--- src/rtl/pidpi_pkg.sv ---
`timescale 1ns / 1ps
`default_nettype none

package pidpi_pkg;

    // Default timing limits in microseconds.
    localparam int MAX_INTERVAL_US_DEF     = 500000;
    localparam int DEFAULT_INTERVAL_US_DEF = 10000;

    // Field and datapath widths.
    localparam int DATA_W  = 32;  // Q16.16 values and gains
    localparam int ERR_W   = 33;  // setpoint minus measurement
    localparam int DT_W    = 24;  // sample interval in microseconds
    localparam int IDX_W   = 3;   // register index
    localparam int OPA_W   = 42;  // signed wide multiplier operand
    localparam int MAGA_W  = 41;  // its magnitude
    localparam int MAGB_W  = 32;  // magnitude of the serial multiplier operand
    localparam int MHI_W   = 42;  // upper half of the product accumulator
    localparam int PMAG_W  = 73;  // product magnitude
    localparam int PROD_W  = 74;  // signed product
    localparam int NUM_W   = 62;  // signed dividend
    localparam int DQ_W    = 61;  // dividend magnitude and quotient
    localparam int TERM_W  = 42;  // saturated P, I and D terms
    localparam int INCR_W  = 39;  // integral increment
    localparam int SUM_W   = 45;  // sum of held output and terms
    localparam int CNT_W   = 6;

    // Index of the last sequencer step; the steps are load, iterations, write back.
    localparam int MUL_LAST = 33;
    localparam int DIV_LAST = 62;

    // Scale between seconds and microseconds.
    localparam int ONE_MILLION = 1000000;

    // Register indexes of the configuration port.
    localparam logic [IDX_W-1:0] CFG_GAIN_P      = 3'd0;
    localparam logic [IDX_W-1:0] CFG_GAIN_I      = 3'd1;
    localparam logic [IDX_W-1:0] CFG_GAIN_D      = 3'd2;
    localparam logic [IDX_W-1:0] CFG_OUT_UPPER   = 3'd3;
    localparam logic [IDX_W-1:0] CFG_OUT_LOWER   = 3'd4;
    localparam logic [IDX_W-1:0] CFG_INTEG_UPPER = 3'd5;
    localparam logic [IDX_W-1:0] CFG_INTEG_LOWER = 3'd6;

    // Update modes.
    localparam logic KIND_POSITIONAL  = 1'b0;
    localparam logic KIND_INCREMENTAL = 1'b1;

    // Saturation bounds of one term.
    localparam logic signed [PROD_W-1:0] TERM_MAX = PROD_W'(64'd1 << 40);
    localparam logic signed [PROD_W-1:0] TERM_MIN = -TERM_MAX;

    typedef enum logic [3:0] {
        ST_IDLE,
        ST_INC_MUL,
        ST_INC_DIV,
        ST_P_MUL,
        ST_I_MUL,
        ST_D_MUL,
        ST_D_SCALE,
        ST_D_DIV,
        ST_SUM,
        ST_DONE
    } t_state;

    // Clamp a wide value into a limit pair that may be given in either order.
    function automatic logic signed [DATA_W-1:0] clamp_pair(
        input logic signed [SUM_W-1:0]  v,
        input logic signed [DATA_W-1:0] a,
        input logic signed [DATA_W-1:0] b
    );
        logic signed [DATA_W-1:0] lo;
        logic signed [DATA_W-1:0] hi;
        logic signed [DATA_W-1:0] res;
        lo = (a < b) ? a : b;
        hi = (a < b) ? b : a;
        if (v > SUM_W'(hi)) begin
            res = hi;
        end else if (v < SUM_W'(lo)) begin
            res = lo;
        end else begin
            res = v[DATA_W-1:0];
        end
        return res;
    endfunction

    // Saturate a product or quotient to plus or minus 2^40.
    function automatic logic signed [TERM_W-1:0] term_sat(
        input logic signed [PROD_W-1:0] v
    );
        logic signed [TERM_W-1:0] res;
        if (v > TERM_MAX) begin
            res = TERM_MAX[TERM_W-1:0];
        end else if (v < TERM_MIN) begin
            res = TERM_MIN[TERM_W-1:0];
        end else begin
            res = v[TERM_W-1:0];
        end
        return res;
    endfunction

endpackage

`default_nettype wire

--- src/rtl/pid_positional_incremental_unit.sv ---
`timescale 1ns / 1ps
`default_nettype none

// PID controller in Q16.16 fixed point with a positional and an incremental law.
// Each request carries setpoint, measurement and either a millisecond tick or a
// direct interval, and yields one clamped output. All products and quotients run
// through one bit-serial shift-and-add multiplier and one restoring divider that
// retire one bit per cycle. A request passes through five multiplications and
// two divisions, then a sum step and a clamp step. A new request is taken as
// soon as the sequencer is idle, even while the previous result still waits in
// the output register. Configuration writes take effect at once and must be
// made while idle.
module pid_positional_incremental_unit #(
    parameter int MAX_INTERVAL_US     = pidpi_pkg::MAX_INTERVAL_US_DEF,
    parameter int DEFAULT_INTERVAL_US = pidpi_pkg::DEFAULT_INTERVAL_US_DEF
) (
    input  wire logic                                  i_clk,
    input  wire logic                                  i_rst_n,
    // Configuration port
    input  wire logic                                  i_cfg_we,
    input  wire logic [pidpi_pkg::IDX_W-1:0]           i_cfg_index,
    input  wire logic [pidpi_pkg::DATA_W-1:0]          i_cfg_data,
    // Input channel
    input  wire logic                                  i_in_valid,
    output logic                                       o_in_ready,
    input  wire logic                                  i_kind,
    input  wire logic                                  i_time_source,
    input  wire logic signed [pidpi_pkg::DATA_W-1:0]   i_setpoint,
    input  wire logic signed [pidpi_pkg::DATA_W-1:0]   i_measurement,
    input  wire logic [pidpi_pkg::DATA_W-1:0]          i_time_ms,
    input  wire logic [pidpi_pkg::DT_W-1:0]            i_interval_us,
    // Output channel
    output logic                                       o_out_valid,
    input  wire logic                                  i_out_ready,
    output logic signed [pidpi_pkg::DATA_W-1:0]        o_control_out
);
    import pidpi_pkg::*;

    localparam int MAX_MS = MAX_INTERVAL_US / 1000;
    localparam logic [DT_W-1:0] DT_MAX = DT_W'(MAX_INTERVAL_US);
    localparam logic [DT_W-1:0] DT_DEF = DT_W'(DEFAULT_INTERVAL_US);

    // Configuration registers.
    logic signed [DATA_W-1:0] r_gain_p, r_gain_i, r_gain_d;
    logic signed [DATA_W-1:0] r_out_upper, r_out_lower, r_integ_upper, r_integ_lower;

    // Controller state.
    logic signed [DATA_W-1:0] r_integ;
    logic signed [ERR_W-1:0]  r_last_err;
    logic signed [ERR_W-1:0]  r_older_err;
    logic signed [DATA_W-1:0] r_last_meas;
    logic signed [DATA_W-1:0] r_held;
    logic [DATA_W-1:0]        r_last_tick;
    logic                     r_primed;

    // Current request.
    logic                     r_kind;
    logic signed [ERR_W-1:0]  r_err;
    logic signed [DATA_W-1:0] r_meas;
    logic [DT_W-1:0]          r_dt;

    // Intermediate results.
    logic signed [INCR_W-1:0] r_incr;
    logic signed [TERM_W-1:0] r_p, r_i, r_t, r_d;
    logic signed [NUM_W-1:0]  r_num;
    logic signed [SUM_W-1:0]  r_sum;

    // Serial multiplier.
    logic [MAGA_W-1:0] r_ma;
    logic [MHI_W-1:0]  r_mhi;
    logic [MAGB_W-1:0] r_mlo;
    logic              r_mneg;

    // Serial divider.
    logic [DQ_W-1:0]   r_dq;
    logic [DT_W-1:0]   r_rem;
    logic [DT_W-1:0]   r_dd;
    logic              r_dneg;

    // Sequencer and output register.
    t_state            r_state, n_state;
    logic [CNT_W-1:0]  r_cnt, n_cnt;
    logic              r_out_valid;
    logic signed [DATA_W-1:0] r_out;

    logic in_fire;
    logic out_free;

    // Interval and error of an arriving request.
    logic [DATA_W-1:0]        c_dms;
    logic [DT_W-1:0]          c_ms_us;
    logic [DT_W-1:0]          c_raw;
    logic                     c_raw_big;
    logic [DT_W-1:0]          c_dt_def;
    logic [DT_W-1:0]          c_dt;
    logic signed [ERR_W-1:0]  c_err;

    // Operand selection.
    logic signed [ERR_W:0]    c_xp;
    logic signed [ERR_W+1:0]  c_xd;
    logic signed [OPA_W-1:0]  c_opa;
    logic signed [ERR_W-1:0]  c_opb;
    logic signed [OPA_W-1:0]  c_nega;
    logic signed [ERR_W-1:0]  c_negb;
    logic [MAGA_W-1:0]        c_maga;
    logic [MAGB_W-1:0]        c_magb;

    // Arithmetic unit results.
    logic [MHI_W-1:0]         c_msum;
    logic signed [PROD_W-1:0] c_pmag;
    logic signed [PROD_W-1:0] c_prod;
    logic signed [PROD_W-1:0] c_prod_q;
    logic [DT_W:0]            c_rsh;
    logic                     c_rge;
    logic [DT_W:0]            c_rsub;
    logic signed [NUM_W-1:0]  c_q;
    logic signed [NUM_W-1:0]  c_numneg;
    logic signed [SUM_W-1:0]  c_integ_sum;
    logic signed [DATA_W-1:0] c_res;

    assign in_fire  = i_in_valid && o_in_ready;
    assign out_free = !r_out_valid || i_out_ready;

    // Interval from the tick or the direct field, defaulted and capped.
    always_comb begin
        c_dms     = i_time_ms - r_last_tick;
        c_ms_us   = c_dms[DT_W-1:0] * DT_W'(1000);
        c_raw_big = 1'b0;
        if (i_time_source) begin
            c_raw = i_interval_us;
        end else if (r_last_tick == '0) begin
            c_raw = DT_DEF;
        end else begin
            c_raw     = c_ms_us;
            c_raw_big = (c_dms > DATA_W'(MAX_MS));
        end
        c_dt_def = (c_raw == '0) ? DT_DEF : c_raw;
        c_dt     = (c_raw_big || c_dt_def > DT_MAX) ? DT_MAX : c_dt_def;
        c_err    = ERR_W'(i_setpoint) - ERR_W'(i_measurement);
    end

    // Operands of the serial multiplier for each step.
    always_comb begin
        c_xp = (r_kind == KIND_INCREMENTAL) ? ((ERR_W+1)'(r_err) - (ERR_W+1)'(r_last_err))
                                            : (ERR_W+1)'(r_err);
        c_xd = (r_kind == KIND_INCREMENTAL)
             ? ((ERR_W+2)'(r_err) - ((ERR_W+2)'(r_last_err) <<< 1) + (ERR_W+2)'(r_older_err))
             : ((ERR_W+2)'(r_meas) - (ERR_W+2)'(r_last_meas));
        unique case (r_state)
            ST_INC_MUL: begin
                c_opa = OPA_W'(r_err);
                c_opb = ERR_W'(signed'({1'b0, r_dt}));
            end
            ST_P_MUL: begin
                c_opa = OPA_W'(c_xp);
                c_opb = ERR_W'(r_gain_p);
            end
            ST_I_MUL: begin
                c_opa = (r_kind == KIND_INCREMENTAL) ? OPA_W'(r_incr) : OPA_W'(r_integ);
                c_opb = ERR_W'(r_gain_i);
            end
            ST_D_MUL: begin
                c_opa = OPA_W'(c_xd);
                c_opb = ERR_W'(r_gain_d);
            end
            ST_D_SCALE: begin
                c_opa = OPA_W'(r_t);
                c_opb = ERR_W'(ONE_MILLION);
            end
            default: begin
                c_opa = '0;
                c_opb = '0;
            end
        endcase
        c_nega = -c_opa;
        c_negb = -c_opb;
        c_maga = c_opa[OPA_W-1] ? c_nega[MAGA_W-1:0] : c_opa[MAGA_W-1:0];
        c_magb = c_opb[ERR_W-1] ? c_negb[MAGB_W-1:0] : c_opb[MAGB_W-1:0];
    end

    // Multiplier step, signed product and its Q16.16 rescale.
    always_comb begin
        c_msum   = r_mhi + (r_mlo[0] ? MHI_W'(r_ma) : MHI_W'(0));
        c_pmag   = signed'({1'b0, r_mhi[MAGA_W-1:0], r_mlo});
        c_prod   = r_mneg ? -c_pmag : c_pmag;
        c_prod_q = c_prod >>> 16;
    end

    // Divider step and floored signed quotient.
    always_comb begin
        c_rsh    = {r_rem, r_dq[DQ_W-1]};
        c_rge    = (c_rsh >= {1'b0, r_dd});
        c_rsub   = c_rsh - {1'b0, r_dd};
        c_q      = r_dneg ? (~signed'({1'b0, r_dq}) + NUM_W'(r_rem == '0))
                          : signed'({1'b0, r_dq});
        c_numneg = -r_num;
    end

    assign c_integ_sum = SUM_W'(r_integ) + SUM_W'(r_incr);
    assign c_res       = clamp_pair(r_sum, r_out_upper, r_out_lower);

    // Sequencer state register.
    always_ff @(posedge i_clk) begin
        if (!i_rst_n) begin
            r_state <= ST_IDLE;
            r_cnt   <= '0;
        end else begin
            r_state <= n_state;
            r_cnt   <= n_cnt;
        end
    end

    // Next state and input ready.
    always_comb begin
        n_state    = r_state;
        n_cnt      = r_cnt;
        o_in_ready = 1'b0;
        unique case (r_state)
            ST_IDLE: begin
                o_in_ready = 1'b1;
                if (i_in_valid) begin
                    n_state = ST_INC_MUL;
                    n_cnt   = '0;
                end
            end
            ST_INC_MUL, ST_P_MUL, ST_I_MUL, ST_D_MUL, ST_D_SCALE: begin
                if (r_cnt == CNT_W'(MUL_LAST)) begin
                    n_cnt = '0;
                    unique case (r_state)
                        ST_INC_MUL: n_state = ST_INC_DIV;
                        ST_P_MUL:   n_state = ST_I_MUL;
                        ST_I_MUL:   n_state = ST_D_MUL;
                        ST_D_MUL:   n_state = ST_D_SCALE;
                        default:    n_state = ST_D_DIV;
                    endcase
                end else begin
                    n_cnt = r_cnt + 1'b1;
                end
            end
            ST_INC_DIV, ST_D_DIV: begin
                if (r_cnt == CNT_W'(DIV_LAST)) begin
                    n_cnt   = '0;
                    n_state = (r_state == ST_INC_DIV) ? ST_P_MUL : ST_SUM;
                end else begin
                    n_cnt = r_cnt + 1'b1;
                end
            end
            ST_SUM: begin
                n_state = ST_DONE;
            end
            ST_DONE: begin
                if (out_free) begin
                    n_state = ST_IDLE;
                end
            end
            default: begin
                n_state = ST_IDLE;
            end
        endcase
    end

    // Control state: configuration, controller memory and output valid.
    always_ff @(posedge i_clk) begin
        if (!i_rst_n) begin
            r_gain_p      <= '0;
            r_gain_i      <= '0;
            r_gain_d      <= '0;
            r_out_upper   <= DATA_W'(32'h7FFF_FFFF);
            r_out_lower   <= DATA_W'(32'h8000_0000);
            r_integ_upper <= DATA_W'(32'h7FFF_FFFF);
            r_integ_lower <= DATA_W'(32'h8000_0000);
            r_integ       <= '0;
            r_last_err    <= '0;
            r_older_err   <= '0;
            r_last_meas   <= '0;
            r_held        <= '0;
            r_last_tick   <= '0;
            r_primed      <= 1'b0;
            r_out_valid   <= 1'b0;
        end else begin
            if (r_out_valid && i_out_ready) begin
                r_out_valid <= 1'b0;
            end

            // Register writes; a limit write also clamps the value it bounds.
            if (i_cfg_we) begin
                unique case (i_cfg_index)
                    CFG_GAIN_P: r_gain_p <= i_cfg_data;
                    CFG_GAIN_I: r_gain_i <= i_cfg_data;
                    CFG_GAIN_D: r_gain_d <= i_cfg_data;
                    CFG_OUT_UPPER: begin
                        r_out_upper <= i_cfg_data;
                        r_held <= clamp_pair(SUM_W'(r_held), i_cfg_data, r_out_lower);
                    end
                    CFG_OUT_LOWER: begin
                        r_out_lower <= i_cfg_data;
                        r_held <= clamp_pair(SUM_W'(r_held), r_out_upper, i_cfg_data);
                    end
                    CFG_INTEG_UPPER: begin
                        r_integ_upper <= i_cfg_data;
                        r_integ <= clamp_pair(SUM_W'(r_integ), i_cfg_data, r_integ_lower);
                    end
                    CFG_INTEG_LOWER: begin
                        r_integ_lower <= i_cfg_data;
                        r_integ <= clamp_pair(SUM_W'(r_integ), r_integ_upper, i_cfg_data);
                    end
                    default: begin
                    end
                endcase
            end

            // Tick tracking and first-sample history on acceptance.
            if (in_fire) begin
                if (!i_time_source && r_last_tick != '0) begin
                    r_last_tick <= i_time_ms;
                end else if (!i_time_source) begin
                    r_last_tick <= i_time_ms;
                end
                if (!r_primed) begin
                    r_last_meas <= i_measurement;
                    r_last_err  <= c_err;
                    r_older_err <= c_err;
                    r_primed    <= 1'b1;
                end
            end

            // Positional law folds the increment into the clamped integral.
            if (r_state == ST_P_MUL && r_cnt == '0 && r_kind == KIND_POSITIONAL) begin
                r_integ <= clamp_pair(c_integ_sum, r_integ_upper, r_integ_lower);
            end

            // Retire the request into the output register and the history.
            if (r_state == ST_DONE && out_free) begin
                r_out_valid <= 1'b1;
                r_held      <= c_res;
                r_older_err <= r_last_err;
                r_last_err  <= r_err;
                r_last_meas <= r_meas;
            end
        end
    end

    // Datapath registers of the request and the serial units.
    always_ff @(posedge i_clk) begin
        if (in_fire) begin
            r_kind <= i_kind;
            r_err  <= c_err;
            r_meas <= i_measurement;
            r_dt   <= c_dt;
        end

        unique case (r_state)
            ST_INC_MUL, ST_P_MUL, ST_I_MUL, ST_D_MUL, ST_D_SCALE: begin
                if (r_cnt == '0) begin
                    r_ma   <= c_maga;
                    r_mlo  <= c_magb;
                    r_mhi  <= '0;
                    r_mneg <= c_opa[OPA_W-1] ^ c_opb[ERR_W-1];
                end else if (r_cnt == CNT_W'(MUL_LAST)) begin
                    unique case (r_state)
                        ST_INC_MUL: r_num <= c_prod[NUM_W-1:0];
                        ST_P_MUL:   r_p   <= term_sat(c_prod_q);
                        ST_I_MUL:   r_i   <= term_sat(c_prod_q);
                        ST_D_MUL:   r_t   <= term_sat(c_prod_q);
                        default:    r_num <= c_prod[NUM_W-1:0];
                    endcase
                end else begin
                    r_mhi <= {1'b0, c_msum[MHI_W-1:1]};
                    r_mlo <= {c_msum[0], r_mlo[MAGB_W-1:1]};
                end
            end
            ST_INC_DIV, ST_D_DIV: begin
                if (r_cnt == '0) begin
                    r_dq   <= r_num[NUM_W-1] ? c_numneg[DQ_W-1:0] : r_num[DQ_W-1:0];
                    r_dneg <= r_num[NUM_W-1];
                    r_rem  <= '0;
                    r_dd   <= (r_state == ST_INC_DIV) ? DT_W'(ONE_MILLION) : r_dt;
                end else if (r_cnt == CNT_W'(DIV_LAST)) begin
                    if (r_state == ST_INC_DIV) begin
                        r_incr <= c_q[INCR_W-1:0];
                    end else begin
                        r_d <= term_sat(PROD_W'(c_q));
                    end
                end else begin
                    r_rem <= c_rge ? c_rsub[DT_W-1:0] : c_rsh[DT_W-1:0];
                    r_dq  <= {r_dq[DQ_W-2:0], c_rge};
                end
            end
            ST_SUM: begin
                if (r_kind == KIND_INCREMENTAL) begin
                    r_sum <= SUM_W'(r_held) + SUM_W'(r_p) + SUM_W'(r_i) + SUM_W'(r_d);
                end else begin
                    r_sum <= SUM_W'(r_p) + SUM_W'(r_i) - SUM_W'(r_d);
                end
            end
            ST_DONE: begin
                if (out_free) begin
                    r_out <= c_res;
                end
            end
            default: begin
            end
        endcase
    end

    assign o_out_valid   = r_out_valid;
    assign o_control_out = r_out;

    // A retired request shows up in the output register on the next cycle.
    a_retire_valid: assert property (@(posedge i_clk) disable iff (!i_rst_n)
        (r_state == ST_DONE && out_free) |=> (o_out_valid && o_control_out == r_held))
        else $error("retired result not presented");

    // A waiting result is the value held for the incremental law.
    a_out_held: assert property (@(posedge i_clk) disable iff (!i_rst_n)
        o_out_valid |-> (o_control_out == r_held))
        else $error("output and held value disagree");

    // The integral stays inside its sorted limit pair.
    a_integ_bounds: assert property (@(posedge i_clk) disable iff (!i_rst_n)
        ((r_integ <= r_integ_upper || r_integ <= r_integ_lower) &&
         (r_integ >= r_integ_upper || r_integ >= r_integ_lower)))
        else $error("integral outside its limits");

endmodule

`default_nettype wire

--- config.mk ---
export PLATFORM = sky130hd
export DESIGN_NAME = pid_positional_incremental_unit
export DESIGN_NICKNAME = d
export VERILOG_FILES = /design/src/rtl/pidpi_pkg.sv /design/src/rtl/pid_positional_incremental_unit.sv
export SDC_FILE = /design/constraint.sdc
export NUM_CORES = 2
export LEC_CHECK = 0
export BUFFER_PORTS_ARGS = -buffer_cell sky130_fd_sc_hd__clkbuf_2
export CORE_MARGIN = 2
export CORE_UTILIZATION = 37
export DETAILED_ROUTE_END_ITERATION = 8
export HOLD_SLACK_MARGIN = 0.08
export SETUP_SLACK_MARGIN = 0.15
export SLEW_MARGIN = 15
export SYNTH_ARGS = -nofsm -noshare
export SYNTH_HDL_FRONTEND = slang
export SYNTH_SLANG_ARGS = --single-unit
export TNS_END_PERCENT = 100
--- constraint.sdc ---
create_clock -name i_clk -period 16.6 [get_ports i_clk]
set_input_delay 0.83 -clock i_clk [delete_from_list [all_inputs] [get_ports i_clk]]
set_output_delay 0.83 -clock i_clk [all_outputs]
set_load 0.1 [all_outputs]
Word level (Yosys, flattened, before mapping)

Cells that the tools add are included.

Flip-flop bits (word level): 1091
Output and inout port bits: 34

Add/subtract/negate cells: 20
Multipliers: 1
Magnitude comparators: 25
Equality and inequality tests: 29
Multiplexer cells: 80
Bitwise logic cells: 6
Reduce and logical (&&, ||, !) cells: 52

Operators with widths:

| cell                                                            | number |
|---|---|
| 2-to-1 mux 32 bit                                               | 36 |
| less-than comparator 32 bit                                     | 10 |
| case mux 42 bit (5 select lines)                                | 1 |
| 2-to-1 mux 61 bit                                               | 3 |
| 2-to-1 mux 42 bit                                               | 4 |
| case mux 33 bit (5 select lines)                                | 1 |
| 2-to-1 mux 33 bit                                               | 4 |
| greater-than comparator 32 bit                                  | 4 |
| case mux 32 bit (2 select lines)                                | 2 |
| 2-to-1 mux 41 bit                                               | 3 |
| 2-to-1 mux 24 bit                                               | 5 |
| 2-to-1 mux 74 bit                                               | 1 |
| negator 73 -> 74 bit                                            | 1 |
| subtractor 32 x 32 -> 33 bit                                    | 2 |
| adder 62 x 1 -> 62 bit                                          | 1 |
| greater-than comparator 62 x 42 -> 1 bit, second input constant | 1 |
| less-than comparator 62 x 41 -> 1 bit, second input constant    | 1 |
| 2-to-1 mux 62 bit                                               | 1 |
| inverter 61 -> 62 bit                                           | 1 |
| negator 61 bit                                                  | 1 |
| greater-than comparator 58 x 42 -> 1 bit, second input constant | 1 |
| less-than comparator 58 x 41 -> 1 bit, second input constant    | 1 |
| logical NOT 24 bit                                              | 2 |
| adder 44 x 42 -> 45 bit                                         | 1 |
| 59 further kinds                                                | 125 |

Logic depth before layout (Yosys ltp)

Depth after elaboration: 8
Gate-level depth with buffers: 32
Mapped depth without buffers: 31

Worst setup path after synthesis

No wires, ideal clock.

Kind: register -> register
From: reg r_state[0]
To: reg r_state[2]
Library setup time: 0.115 ns
Arrival time: 11.378 ns
Data required time: 16.485 ns
Path slack: 5.107 ns
Stages on the path, launching flop included: 10
Buffers on the path: 2
Cell sequence: dfxtp_1 clkbuf_1 nor2b_1 clkbuf_1 nor4b_1 or2_2 nor2_1 a31oi_1 o22ai_1 and2_1

Word-level cells in the longest chain between the ends: 4
Elaborated cells between the ends (all ways): 20

Ends and longest elaborated chain:

| element                                                                | RTL line                                                                       | RTL |
|---|---|---|
| start: declaration                                                     | pid_positional_incremental_unit.sv:81                                          | `t_state r_state, n_state;` |
| start signal: assignment                                               | pid_positional_incremental_unit.sv:208                                         | `r_state <= n_state;` |
| equality test 4 x 3 -> 1 bit (tied with other cells)                   | pid_positional_incremental_unit.sv:218, pid_positional_incremental_unit.sv:229 |  |
| case mux 3 bit (4 select lines) (tied with other cells)                | pid_positional_incremental_unit.sv:229                                         | `unique case (r_state)` |
| 2-to-1 mux 4 bit or != test 2 bit (tied branches)                      | n/a                                                                            |  |
| case mux 4 bit (5 select lines) or AND reduction 4 bit (tied branches) | n/a                                                                            |  |

Parallel ways exist; a longest one is shown, timed or not. The select of a mux whose other input is x is not followed.
A chain may end at the register's enable or synchronous reset.

Final worst setup path

From: reg r_out_lower[9]
To: reg r_held[11]

Word-level cells in the longest chain between the ends: 7
Elaborated cells between the ends (all ways): 19

Ends and longest elaborated chain:

| element                                                             | RTL line                               | RTL |
|---|---|---|
| start: declaration                                                  | pid_positional_incremental_unit.sv:45  | `logic signed [DATA_W-1:0] r_out_upper, r_out_lower, r_integ_upper, r_integ_lower;` |
| start signal: assignment                                            | pid_positional_incremental_unit.sv:269 | `r_out_lower <= DATA_W'(32'h8000_0000);` |
| start signal: assignment                                            | pid_positional_incremental_unit.sv:296 | `r_out_lower <= i_cfg_data;` |
| less-than comparator 32 bit                                         | pidpi_pkg.sv:74, pidpi_pkg.sv:75       |  |
| 2-to-1 mux 32 bit (on tied branches)                                | pidpi_pkg.sv:75, pidpi_pkg.sv:74       |  |
| greater-than comparator 32 bit or 2-to-1 mux 32 bit (tied branches) | pidpi_pkg.sv:76, pidpi_pkg.sv:78       |  |
| 2-to-1 mux 32 bit                                                   | pidpi_pkg.sv:76                        | `if (v > SUM_W'(hi)) begin` |
| case mux 32 bit (2 select lines)                                    | pid_positional_incremental_unit.sv:287 | `unique case (i_cfg_index)` |
| 2-to-1 mux 32 bit                                                   | pid_positional_incremental_unit.sv:286 | `if (i_cfg_we) begin` |
| 2-to-1 mux 32 bit                                                   | pid_positional_incremental_unit.sv:333 | `if (r_state == ST_DONE && out_free) begin` |
| end signal: assignment                                              | pid_positional_incremental_unit.sv:293 | `r_held <= clamp_pair(SUM_W'(r_held), i_cfg_data, r_out_lower);` |
| end signal: assignment                                              | pid_positional_incremental_unit.sv:297 | `r_held <= clamp_pair(SUM_W'(r_held), r_out_upper, i_cfg_data);` |
| end signal: assignment                                              | pid_positional_incremental_unit.sv:335 | `r_held <= c_res;` |
| end: declaration                                                    | pid_positional_incremental_unit.sv:52  | `logic signed [DATA_W-1:0] r_held;` |

Parallel ways exist; a longest one is shown, timed or not. The select of a mux whose other input is x is not followed.

==> impl_metrics.toml <==
[run_status]
status = "completed"

[clock_network]
tritoncts = "built"
path_clk_slew_ns = 0.06
post_cts_resized = 0
clock_path_buffers = 3
post_cts_buffers = 0
numCtsBuffers = 135
clockRootBuffer = "clkbuf_16"
htree_levels = 4
cts_hold_buffers = 0
cts.sinks = 1091
clock_latency_ns = 0.83

[final_layout]
final_core_util_pct = 41.2
drive_gt1_share_pct = 7.50
fin_area_sq_um = 104000
layout.nets = 12300
area_delta_synth_final_pct = 10.6

[critical_path]
cp-end-kind = "flop"
critPathRequiredTime_ns = 17.34
cp_max_fo = 40
cp_slowest_cell = "mux2i_4"
slowest_delay_ns = 1.00
start_kind = "flop"
path_buf_inv = 3
crit_type = "reg -> reg"
critical_path_arrival_ns = 10.59
path_delay_family = "compound AO/OA/AOI/OAI gates"

[detailed_routing]
wire_per_inst_microns = 26.4
final_antenna_net_count = 0
drt-total-wl_mm = 379
drc = 0
num_vias = 84800
dr.pass1.iters = 8
viasPerCell = 5.92
drt_iter0_drc = 9016

[hold_path]
hold_class = "in -> reg"

[sta]
slew_viol_final = 0
worst_pin_slew_ns = 1.25
slew_headroom_pct = 16.8
fin_setup_tns_ns = 0
rsz0062_at_grt = "no"
fmax_ghz = 0.101
hold_violations = 0
finClkSkew_ns = 0.0500
setup_slack_ns = 6.75
min_period_ns = 9.85
setup_viol = 0
post-route-period-util_pct = 59.4
hold_slack_ns = 0.196

[placement]
dp_slack_ns = 6.59
gp_congestion = 1.05
hpwl_mm = 299
port-buffer-count = 195
post_dp_cell_area_sq_um = 99000

[pwr]
pwr-share-comb_pct = 58.6
netSwitchingPower_mw = 8.11
p_sw_share_pct = 47.2
p_clk_share_pct = 18.1
seqPwrFrac_pct = 23.2
ir_drop_uv = 402
cellLeakagePower_nw = 43.6
power_density_nw_per_um2 = 166
internal_power_mw = 9.08

[die]
rows = 184
core_area_sq_um = 251000
fp.dieArea_sq_um = 257000
io_pins = 196
die_h_microns = 507
die_x_microns = 507
initial_utilization_pct = 37.2

[synth]
synthAdderAreaFrac_pct = 18.3
avgSynthCellArea_sq_um = 8.68
netlist_instances = 10800
async_flop_share_pct = 0
yosysSeqAreaShare_pct = 30.4
yosys.area_share.xor_xnor_pct = 5.04
synth_top_family_by_area = "compound AO/OA/AOI/OAI gates"
ys_types = 97
synthMuxAreaShare_pct = 4.96
synth_seq_cells = 1091
synth_warnings = 0
netlist_area_sq_um = 93600
yosys.area_share.simple_pct = 15.5
synth_flop_cell = "edfxtp_1"
synth_edf_count = 661
synth-compound-area-share_pct = 20.2

[global_route]
grt_usage_pct = 28.5
grt_max_degree = 106
antenna_found_initial = 23
grt_pass1_wl_mm = 545
grt_overflow = 0
grt_pass1_vias = 80200

[flow_run]
max_cap_viol_count = 0
[worst register-to-register path, cell delays in order, from the launching register on]
cell and delay (ns):
dfxtp_1 0.64, inv_1 0.19, ha_1 0.34, nand2_1 0.06, nor2_1 0.13, o211ai_1 0.11, o311ai_0 0.71, nand2_1 0.44
mux2i_4 1.00, buf_4 0.57, buf_4 0.59, nor2_1 0.14, a21oi_1 0.94, ha_1 0.42, a21o_1 0.18, a21o_1 0.17
a21oi_1 0.15, nor2_1 0.08, a2111oi_0 0.33, o21ai_0 0.24, a21o_1 0.20, a31oi_1 0.33, o21ai_0 0.31, nand2_1 0.73
o22ai_1 0.23, or3_1 0.41, a21oi_1 0.16
[per-layer routing]
metal | global-route usage, % | up-vias | wire length, microns
met1 | 37.1 | 40900 | 158000
met3 | 4.30 | 900 | 27900
li1 | - | 39200 | -
met5 | 0 | - | 124
met2 | 44.2 | 3874 | 163000
met4 | 18.0 | 14 | 28700
[per-stage QoR]
stage	total power [mW]	std cells
2_1_floorplan	11.0	10800
3_3_place_gp	13.9	14100
3_5_place_dp	14.0	14100
4_1_cts	17.1	14300
5_1_grt	18.4	14300
6_report	17.2	14300
[power groups by stage]
stage / logic, mW / clock network, mW / registers (mW)
3_5_place_dp: 9.96 / 0 / 4.02
2_1_floorplan: 7.20 / 0 / 3.82
4_1_cts: 10.0 / 3.16 / 3.97
5_1_grt: 11.1 / 3.25 / 4.02
6_report: 10.1 / 3.12 / 3.99
3_3_place_gp: 9.85 / 0 / 4.01
[placed cells by master (no fill, tap or decap), drive strengths merged, types with 221 or more instances in the layout]
cell,synthesis,routed
dfxtp,430,430
nand2,1107,1107
nor2,807,807
clkbuf,415,366
edfxtp,661,661
inv,919,928
xor2,291,291
o21ai,574,574
ha,1018,1018
a21oi,985,985
a21o,284,284
fa,221,221
xnor2,245,245
mux2i,399,399
[worst paths after layout]
kind,from,depth (start not counted),slack [ns],to
worst max-delay path,r_out_lower[9],26,6.75,r_held[11]
worst min-delay path,i_kind,1,0.20,r_kind
worst min register to register,r_last_meas[21],2,0.45,r_last_meas[21]
worst max register to register,r_out_lower[9],26,6.75,r_held[11]
[flip-flops by register name, summed over array words and instances (netlist names), 33 cells and up]
register     cells
r_ma            41
r_mhi           41
r_incr          39
r_num           62
r_dq            61
r_older_err     33
r_p             42
r_t             42
r_d             42
r_last_err      33
r_i             42
r_sum           45
r_err           33
[cell usage after synthesis (all sizes together), types with 86 or more instances]
cell type | number | share of area (%)
a21o | 284 | 2.3
a21oi | 985 | 5.3
a22oi | 150 | 1.2
clkbuf | 415 | 1.7
dfxtp | 430 | 9.2
edfxtp | 661 | 21
fa | 221 | 4.7
ha | 1018 | 14
inv | 919 | 3.7
mux2i | 399 | 4.3
nand2 | 1107 | 4.4
nand3 | 171 | 0.92
nand4 | 155 | 1.0
nor2 | 807 | 3.2
nor2b | 113 | 0.76
nor3 | 153 | 0.82
o211ai | 134 | 1.1
o21ai | 574 | 3.1
o31ai | 88 | 0.73
or3 | 86 | 0.59
xnor2 | 245 | 2.3
xor2 | 291 | 2.7
[cells by family after synthesis]
logic type,after synthesis
AO/OA/AOI/OAI,2975
buffers and inverters,1388
adder cells (fa/ha/maj),1239
multiplexers,457
flip-flops,1091
XOR/XNOR,537
AND/OR/NAND/NOR,3094
other,1
[cell type report]
type                    instances  area (sq um)
fillers                     25100        148000
diodes                          6          15.0
flip-flops and latches       1091         28500
inverters                     920          3470
clock buffers                 172          3680
repair buffers                406          2560
well taps                    3348          4190
clock inverters                73           922
multi-input cells            8307         60300
Power figures use the tool's default switching activity.
